### src/rtl/core/xbcf_pkg.sv
`default_nettype none
// ----------------------------------------------------------------------------
// xbcf_pkg
// Types and constants shared by the x86 branch call filter modules.
// ----------------------------------------------------------------------------
package xbcf_pkg;

  localparam int unsigned WINDOW_DEPTH = 5;

  localparam logic [7:0] OPCODE_MASK  = 8'hFE;
  localparam logic [7:0] OPCODE_CALL  = 8'hE8;
  localparam logic [7:0] EDGE_LOW     = 8'h00;
  localparam logic [7:0] EDGE_HIGH    = 8'hFF;

  // Configuration register indexes
  localparam logic REG_ENCODE_MODE   = 1'b0;
  localparam logic REG_START_ADDRESS = 1'b1;

  typedef struct packed {
    logic [7:0] data_byte;
    logic       end_of_stream;
  } in_item_t;

  typedef struct packed {
    logic [7:0] out_byte;
    logic       out_final;
  } out_item_t;

  // Commands from the controller to the datapath
  typedef struct packed {
    logic load;        // write the accepted byte into the window
    logic skip;        // oldest byte stays unconverted: update mask and position
    logic calc_cur;    // form start address plus position plus five
    logic add_first;   // first relative/absolute conversion
    logic add_second;  // correction and write-back of the operand
    logic pop;         // move the oldest byte into the output register
    logic pop_final;   // the popped byte is the last of this request
    logic clear_end;   // end of stream: mask and position return to zero
  } cmd_t;

  // Status from the datapath to the controller
  typedef struct packed {
    logic       full;
    logic       convert;
    logic [2:0] fill;
    logic       out_free;
  } status_t;

endpackage
`default_nettype wire

### src/rtl/core/xbcf_ctrl.sv
`default_nettype none
// ----------------------------------------------------------------------------
// xbcf_ctrl
// Sequencer: accepts a request, decides the oldest window byte, runs the
// operand conversion and drains the bytes that the request releases.
// ----------------------------------------------------------------------------
module xbcf_ctrl (
  input  wire               clk,
  input  wire               rst,
  input  wire               byte_valid,
  input  wire               end_of_stream,
  output logic              byte_stall,
  input  xbcf_pkg::status_t status,
  output xbcf_pkg::cmd_t    cmd
);

  localparam logic [2:0] S_IDLE   = 3'd0;
  localparam logic [2:0] S_DECIDE = 3'd1;
  localparam logic [2:0] S_CUR    = 3'd2;
  localparam logic [2:0] S_ADD1   = 3'd3;
  localparam logic [2:0] S_ADD2   = 3'd4;
  localparam logic [2:0] S_POP    = 3'd5;

  localparam logic [2:0] POPS_CONVERT = 3'd5;
  localparam logic [2:0] POPS_SKIP    = 3'd1;

  logic [2:0] state, state_next;
  logic [2:0] pops, pops_next;
  logic       eos, eos_next;
  logic       accept;

  assign byte_stall = (state != S_IDLE);
  assign accept     = byte_valid && !byte_stall;

  always_comb begin
    state_next = state;
    pops_next  = pops;
    eos_next   = eos;
    cmd        = '0;
    case (state)
      S_IDLE: begin
        if (accept) begin
          cmd.load   = 1'b1;
          eos_next   = end_of_stream;
          state_next = S_DECIDE;
        end
      end
      S_DECIDE: begin
        if (status.convert) begin
          state_next = S_CUR;
        end else begin
          cmd.skip = status.full;
          if (eos) begin
            // Everything still held goes out unchanged.
            pops_next  = status.fill;
            state_next = S_POP;
          end else if (status.full) begin
            pops_next  = POPS_SKIP;
            state_next = S_POP;
          end else begin
            state_next = S_IDLE;
          end
        end
      end
      S_CUR: begin
        cmd.calc_cur = 1'b1;
        state_next   = S_ADD1;
      end
      S_ADD1: begin
        cmd.add_first = 1'b1;
        state_next    = S_ADD2;
      end
      S_ADD2: begin
        cmd.add_second = 1'b1;
        pops_next      = POPS_CONVERT;
        state_next     = S_POP;
      end
      S_POP: begin
        if (status.out_free) begin
          cmd.pop       = 1'b1;
          cmd.pop_final = (pops == 3'd1);
          pops_next     = pops - 3'd1;
          if (pops == 3'd1) begin
            cmd.clear_end = eos;
            state_next    = S_IDLE;
          end
        end
      end
      default: begin
        state_next = S_IDLE;
      end
    endcase
  end

  always_ff @(posedge clk) begin
    if (rst) begin
      state <= S_IDLE;
      pops  <= 3'd0;
      eos   <= 1'b0;
    end else begin
      state <= state_next;
      pops  <= pops_next;
      eos   <= eos_next;
    end
  end

endmodule
`default_nettype wire

### src/rtl/core/xbcf_datapath.sv
`default_nettype none
// ----------------------------------------------------------------------------
// xbcf_datapath
// Five-byte window, opcode mask, stream position, configuration registers,
// operand converter and output register.
// ----------------------------------------------------------------------------
module xbcf_datapath (
  input  wire                 clk,
  input  wire                 rst,
  input  wire                 cfg_write,
  input  wire                 cfg_index,
  input  wire  [31:0]         cfg_data,
  input  wire  [7:0]          data_byte,
  input  xbcf_pkg::cmd_t      cmd,
  output xbcf_pkg::status_t   status,
  input  wire                 result_stall,
  output logic                result_valid,
  output xbcf_pkg::out_item_t result_item
);

  logic [7:0]  win [xbcf_pkg::WINDOW_DEPTH];
  logic [2:0]  fill;
  logic [2:0]  mask;
  logic [31:0] pos;
  logic [31:0] cur;
  logic [31:0] val;
  logic        encode_mode;
  logic [31:0] start_address;

  logic        is_op;
  logic        veto;
  logic [2:0]  probe_idx;
  logic [31:0] operand;
  logic [7:0]  probe_byte;
  logic [31:0] flip;
  logic [31:0] val_fixed;
  logic [31:0] val_final;

  function automatic logic edge_byte(input logic [7:0] b);
    return (b == xbcf_pkg::EDGE_LOW) || (b == xbcf_pkg::EDGE_HIGH);
  endfunction

  function automatic logic [31:0] shift_addr(input logic enc, input logic [31:0] v,
                                             input logic [31:0] c);
    return enc ? v + c : v - c;
  endfunction

  assign is_op     = (win[0] & xbcf_pkg::OPCODE_MASK) == xbcf_pkg::OPCODE_CALL;
  assign probe_idx = {1'b0, mask[2:1]} + 3'd1;
  assign veto      = (mask > 3'd4) || (mask == 3'd3) ||
                     ((mask != 3'd0) && edge_byte(win[probe_idx])) ||
                     !edge_byte(win[4]);
  assign operand   = {win[4], win[3], win[2], win[1]};

  assign status.full     = (fill == 3'd5);
  assign status.convert  = status.full && is_op && !veto;
  assign status.fill     = fill;
  assign status.out_free = !result_valid || !result_stall;

  // The correction looks at the byte picked by the mask. When the mask is nonzero and that
  // byte is an edge byte, it flips every bit below and including it before converting a second time.
  always_comb begin
    case (mask[2:1])
      2'd0: begin
        probe_byte = val[7:0];
        flip       = 32'h0000_00FF;
      end
      2'd1: begin
        probe_byte = val[15:8];
        flip       = 32'h0000_FFFF;
      end
      default: begin
        probe_byte = val[23:16];
        flip       = 32'h00FF_FFFF;
      end
    endcase
    val_fixed = shift_addr(encode_mode, val ^ flip, cur);
    val_final = ((mask != 3'd0) && edge_byte(probe_byte)) ? val_fixed : val;
  end

  always_ff @(posedge clk) begin
    if (rst) begin
      encode_mode   <= 1'b0;
      start_address <= 32'd0;
    end else if (cfg_write) begin
      case (cfg_index)
        xbcf_pkg::REG_ENCODE_MODE:   encode_mode   <= cfg_data[0];
        xbcf_pkg::REG_START_ADDRESS: start_address <= cfg_data;
        default: ;
      endcase
    end
  end

  always_ff @(posedge clk) begin
    if (rst) begin
      fill <= 3'd0;
      mask <= 3'd0;
      pos  <= 32'd0;
    end else begin
      if (cmd.load) begin
        fill <= fill + 3'd1;
      end
      if (cmd.skip) begin
        mask <= {is_op, mask[2:1]};
        pos  <= pos + 32'd1;
      end
      if (cmd.add_second) begin
        mask <= 3'd0;
        pos  <= pos + 32'd5;
      end
      if (cmd.pop) begin
        fill <= fill - 3'd1;
      end
      if (cmd.clear_end) begin
        mask <= 3'd0;
        pos  <= 32'd0;
      end
    end
  end

  always_ff @(posedge clk) begin
    if (cmd.load) begin
      win[fill] <= data_byte;
    end
    if (cmd.calc_cur) begin
      cur <= start_address + pos + 32'd5;
    end
    if (cmd.add_first) begin
      val <= shift_addr(encode_mode, operand, cur);
    end
    if (cmd.add_second) begin
      win[1] <= val_final[7:0];
      win[2] <= val_final[15:8];
      win[3] <= val_final[23:16];
      win[4] <= {8{val_final[24]}};
    end
    if (cmd.pop) begin
      for (int i = 0; i < xbcf_pkg::WINDOW_DEPTH - 1; i++) begin
        win[i] <= win[i + 1];
      end
    end
  end

  always_ff @(posedge clk) begin
    if (rst) begin
      result_valid <= 1'b0;
    end else if (cmd.pop) begin
      result_valid <= 1'b1;
    end else if (!result_stall) begin
      result_valid <= 1'b0;
    end
  end

  always_ff @(posedge clk) begin
    if (cmd.pop) begin
      result_item.out_byte  <= win[0];
      result_item.out_final <= cmd.pop_final;
    end
  end

endmodule
`default_nettype wire

### src/rtl/core/x86_branch_call_filter.sv
`default_nettype none
// ----------------------------------------------------------------------------
// x86_branch_call_filter
// Byte-stream converter for x86 CALL/JMP operands between relative and
// absolute form, with a five-byte look-ahead window.
// ----------------------------------------------------------------------------
// A request is accepted in S_IDLE and decided in S_DECIDE; a converted branch then passes
// through S_CUR, S_ADD1 and S_ADD2 in the adder chain. Each released byte is popped into
// the output register in S_POP once that register is free, and the output register
// lets the next request in while it waits.
// Synchronous active-high reset empties the window and clears the mask, the position
// and both configuration registers.
module x86_branch_call_filter (
  input  wire                 clk,
  input  wire                 rst,
  input  wire                 cfg_write,
  input  wire                 cfg_index,
  input  wire  [31:0]         cfg_data,
  input  wire                 byte_valid,
  output logic                byte_stall,
  input  xbcf_pkg::in_item_t  byte_item,
  output logic                result_valid,
  input  wire                 result_stall,
  output xbcf_pkg::out_item_t result_item
);

  xbcf_pkg::cmd_t    cmd;
  xbcf_pkg::status_t status;

  xbcf_ctrl u_ctrl (
    .clk           (clk),
    .rst           (rst),
    .byte_valid    (byte_valid),
    .end_of_stream (byte_item.end_of_stream),
    .byte_stall    (byte_stall),
    .status        (status),
    .cmd           (cmd)
  );

  xbcf_datapath u_datapath (
    .clk          (clk),
    .rst          (rst),
    .cfg_write    (cfg_write),
    .cfg_index    (cfg_index),
    .cfg_data     (cfg_data),
    .data_byte    (byte_item.data_byte),
    .cmd          (cmd),
    .status       (status),
    .result_stall (result_stall),
    .result_valid (result_valid),
    .result_item  (result_item)
  );

endmodule
`default_nettype wire

### config.mk
export PLATFORM = sky130hd
export DESIGN_NAME = x86_branch_call_filter
export DESIGN_NICKNAME = d
export VERILOG_FILES = /design/src/rtl/core/xbcf_pkg.sv /design/src/rtl/core/xbcf_ctrl.sv /design/src/rtl/core/xbcf_datapath.sv /design/src/rtl/core/x86_branch_call_filter.sv
export SDC_FILE = /design/constraint.sdc
export NUM_CORES = 1
export LEC_CHECK = 0
export BUFFER_PORTS_ARGS = -buffer_cell sky130_fd_sc_hd__buf_4
export CAP_MARGIN = 30
export CORE_ASPECT_RATIO = 1.2
export CORE_MARGIN = 5
export CORE_UTILIZATION = 61
export CTS_CLUSTER_DIAMETER = 120
export CTS_CLUSTER_SIZE = 30
export DETAILED_ROUTE_END_ITERATION = 8
export GPL_ROUTABILITY_DRIVEN = 0
export GPL_TIMING_DRIVEN = 0
export PLACE_DENSITY = 0.79
export SETUP_SLACK_MARGIN = 0.15
export SLEW_MARGIN = 5
export SYNTH_ARGS = -nofsm -noshare
export SYNTH_HDL_FRONTEND = slang
export SYNTH_HIERARCHICAL = 1
export SYNTH_SLANG_ARGS = --single-unit
### constraint.sdc
create_clock -name clk -period 6.75 [get_ports clk]
set_clock_uncertainty 0.05 [all_clocks]
set_input_delay 0.3375 -clock clk [delete_from_list [all_inputs] [get_ports clk]]
set_output_delay 0.3375 -clock clk [all_outputs]
set_load 0.03 [all_outputs]
==> results.tsv <==
metric	value	unit
max-vdd-ir-drop	0.0001811	V
synth_top_family_by_area	compound AO/OA/AOI/OAI gates	
grt_use_met1	0.3298	
fp.dieH	168.7	microns
post-route-util	0.6827	
dpl_worst_slack	0.5163	ns
syn_area	12800	sq um
regToRegStartpoint	u_datapath/mask[2]$_SDFFE_PP0P_	
drt_iter0_drc	993	
yosys-top-cells-area	edfxtp_1, dfxtp_1, ha_1	
num_antenna_cells	0	
min_path_type	input pin to flop	
critPathLaunchType	flop	
setup_slack	0.5489	ns
worstMarginPinSlew	0.9420	ns
via_count	10713	
synth_area_leader_cell	edfxtp_1	
dp.cells	1643	
yosysWarnings	6	
finalCritPeriodShare	0.9187	
cts_root_buffer	clkbuf_16	
die_area	24000	sq um
final_layout_size_suffix_gt1_frac	0.1129	
wl	33.48	mm
maxSlewHeadroom	0.3662	
powerDensity	187.9	nW/um^2
setup-tns-final	0	ns
fin_cells	1678	
ys.flop_type	edfxtp_1	
status	completed	
reg2reg_slack	0.55	ns
synth_adder_area_share	0.1079	
grt-busiest-layer	met2	
grt_pass1_vias	10314	
async_reset_ff_frac	0	
drtPass1Iterations	6	
antenna_found_initial	0	
syn_nets	1473	
cts_buffers	17	
finalCriticalPeriod	6.201	ns
die_x	142.2	microns
rsz0062_at_grt	false	
synthSimpleGateAreaFrac	0.1535	
drv_cap	0	
portBuffers	50	
hold_buffers	0	
clock-sinks	188	
cp.required	7.06	ns
grtUsageTotal	0.2800	
fp.coreArea	20830	sq um
avgRoutedWirePerCell	19.95	microns
cp_cell_sequence	buf_1, inv_1, ha_1, buf_2, buf_2, mux4_2, mux2i_1, nand4_1, o21ai_0, a211oi_1, o2111a_1, nor2_1, and3_1, clkbuf_1, nor2_1, nor2_1, nand2b_1, or3_1, a21oi_1	
syn_to_final_growth	11.06	%
crit_buf_inv	5	
crit_start	u_datapath/mask[2]$_SDFFE_PP0P_	
cpMostUsedCell	nor2_1	
cts_tree	built	
ios	58	
setup_viol	0	
final_common_cell	a21oi_1	
hpwlAfterDp	26.29	mm
nNetsFinal	1550	
path_clk_slew	0.08	ns
use_met2	0.4966	
grt_util_met3	0.03758	
synth_compound_area_frac	0.1832	
grt_start_max_net_pins	23	
finalMaxSlewViolations	0	
overflow	0	
layout_common_cells	a21oi_1, nand2_1, edfxtp_1	
clk_latency	0.43	ns
cpLargestDelayFamily	simple AND/OR/NAND/NOR gates	
cts_buffer_depth	2	
criticalPathCategory	flop to flop	
critPathMaxFanout	10	
ys_types	93	
leakagePower	5.651	nW
detail-route-antenna-nets	0	
synth-seq-cells	188	
ys_seq_area_frac	0.3901	
synth_edf_count	123	
syn_inst	1318	
vias_per_cell	6.384	
hold_violations	0	
min_from	byte_item[7]	
htree_levels	4	
synthXorXnorAreaFrac	0.08425	
arrival	6.51	ns
synth_top_area_share	0.2885	
crit_path_end_kind	flop	
fmax	161.3	MHz
rows	58	
synthMuxAreaShare	0.04554	
grt_pass1_wl	53.01	mm
whs	0.05133	ns
initial_utilization	0.6147	
avgSynthCellArea	9.713	sq um
crit_path_top_delay_cell	mux4_2	
max_stage_delay	0.60	ns
route.detailed.drc	0	
[worst register-to-register path, delay by kind of cell, from the launching register on]
kind / cells / cell delay (ns)
AO/OA/AOI/OAI: 4 / 1.09
adder cells (fa/ha/maj): 1 / 0.33
buffers and inverters: 5 / 1.67
flip-flops: 1 / 0.41
multiplexers: 2 / 0.83
AND/OR/NAND/NOR: 7 / 1.75
[sequential cells by signal, summed over array words and instances, names as in the netlist]
register / cells
u_datapath/encode_mode: 1
u_datapath/result_item: 9
u_datapath/win: 64
u_ctrl/eos: 1
u_datapath/result_valid: 1
u_datapath/pos: 25
u_datapath/mask: 3
u_datapath/fill: 3
u_datapath/val: 25
u_ctrl/pops: 3
u_datapath/start_address: 25
u_ctrl/state: 3
u_datapath/cur: 25
[logic make-up (layout without fill, tap and decap cells)]
group                      after synthesis  in the layout
AOI/OAI and AO/OA                      357            357
muxes                                   38             38
DFF                                    188            188
xor gates and xnor gates               121            121
adders and majority gates              108            108
buffers and inverters                  111            201
and+or+nand+nor                        395            395
[report_power, final]
group	leakage [nW]	total (W)	internal [W]	switching, W
Combinational	3.71	0.000344	0.000146	0.000198
Clock	0.303	0.00104	0.000514	0.000521
Sequential	1.64	0.00129	0.00126	0.0000302
Total	5.65	0.00267	0.00192	0.000750
[cells in the mapped netlist (4+ instances only)]
| library cell | instances |
|---|---|
| ha_1 | 104 |
| buf_1 | 4 |
| nor3b_1 | 4 |
| a2bb2oi_1 | 5 |
| o21bai_1 | 8 |
| clkbuf_1 | 38 |
| xor2_1 | 60 |
| o21ai_1 | 8 |
| nand4_1 | 21 |
| a21o_1 | 37 |
| a221oi_1 | 6 |
| o21a_1 | 6 |
| o221ai_1 | 9 |
| or3_1 | 8 |
| and4_1 | 4 |
| o211ai_1 | 7 |
| and3_1 | 14 |
| nand2b_1 | 14 |
| xnor2_1 | 60 |
| and2_1 | 10 |
| fa_1 | 4 |
| nor4_1 | 10 |
| inv_1 | 57 |
| o21ai_0 | 51 |
| dfxtp_1 | 65 |
| mux4_2 | 16 |
| nor2b_1 | 14 |
| a31oi_1 | 16 |
| a22o_2 | 8 |
| nor3_1 | 21 |
| mux2i_1 | 20 |
| nor2_1 | 100 |
| a21oi_1 | 127 |
| o31ai_1 | 5 |
| nand2_1 | 123 |
| or2_2 | 7 |
| a211oi_1 | 17 |
| edfxtp_1 | 123 |
| nand3_1 | 22 |
[through the flow]
stage	area [sq um]	total power (W)
6_report	14220	0.002672
5_1_grt	14220	0.002776
4_1_cts	14200	0.002687
3_5_place_dp	13570	0.001652
3_3_place_gp	13520	0.001639
2_1_floorplan	12800	0.001548
[per-layer routing]
layer  part of all wire  routed length, microns
met1               0.37                   12480
met2               0.51                   16940
met3              0.065                    2178
met4              0.056                    1869
met5                  0                       0
[final timing paths]
path | cells after the start | to
hold / removal | 1 | u_datapath/win[5][6]$_DFFE_PP_
hold reg to reg | 2 | u_datapath/start_address[4]$_SDFFE_PP0P_
setup reg to reg | 19 | u_datapath/pos[16]$_SDFFE_PP0P_
setup / recovery | 19 | u_datapath/pos[16]$_SDFFE_PP0P_
[final cells by class]
type | instances | area, sq um
repair buffers | 58 | 440.4
inverters | 60 | 225.2
multi-input cells | 1019 | 7361
flip-flops and latches | 188 | 4995
plain buffers | 51 | 230.2
well taps | 270 | 337.8
clock buffers | 17 | 425.4
fillers | 1618 | 6609
clock inverters | 15 | 203.9
[what timing repair did]
action / CTS / global route
endpoints found under the setup margin: 0 / 2
buffers inserted: 0 / 0
gates resized for setup: 0 / 2
No activity file was read; power rests on OpenSTA's default activity.
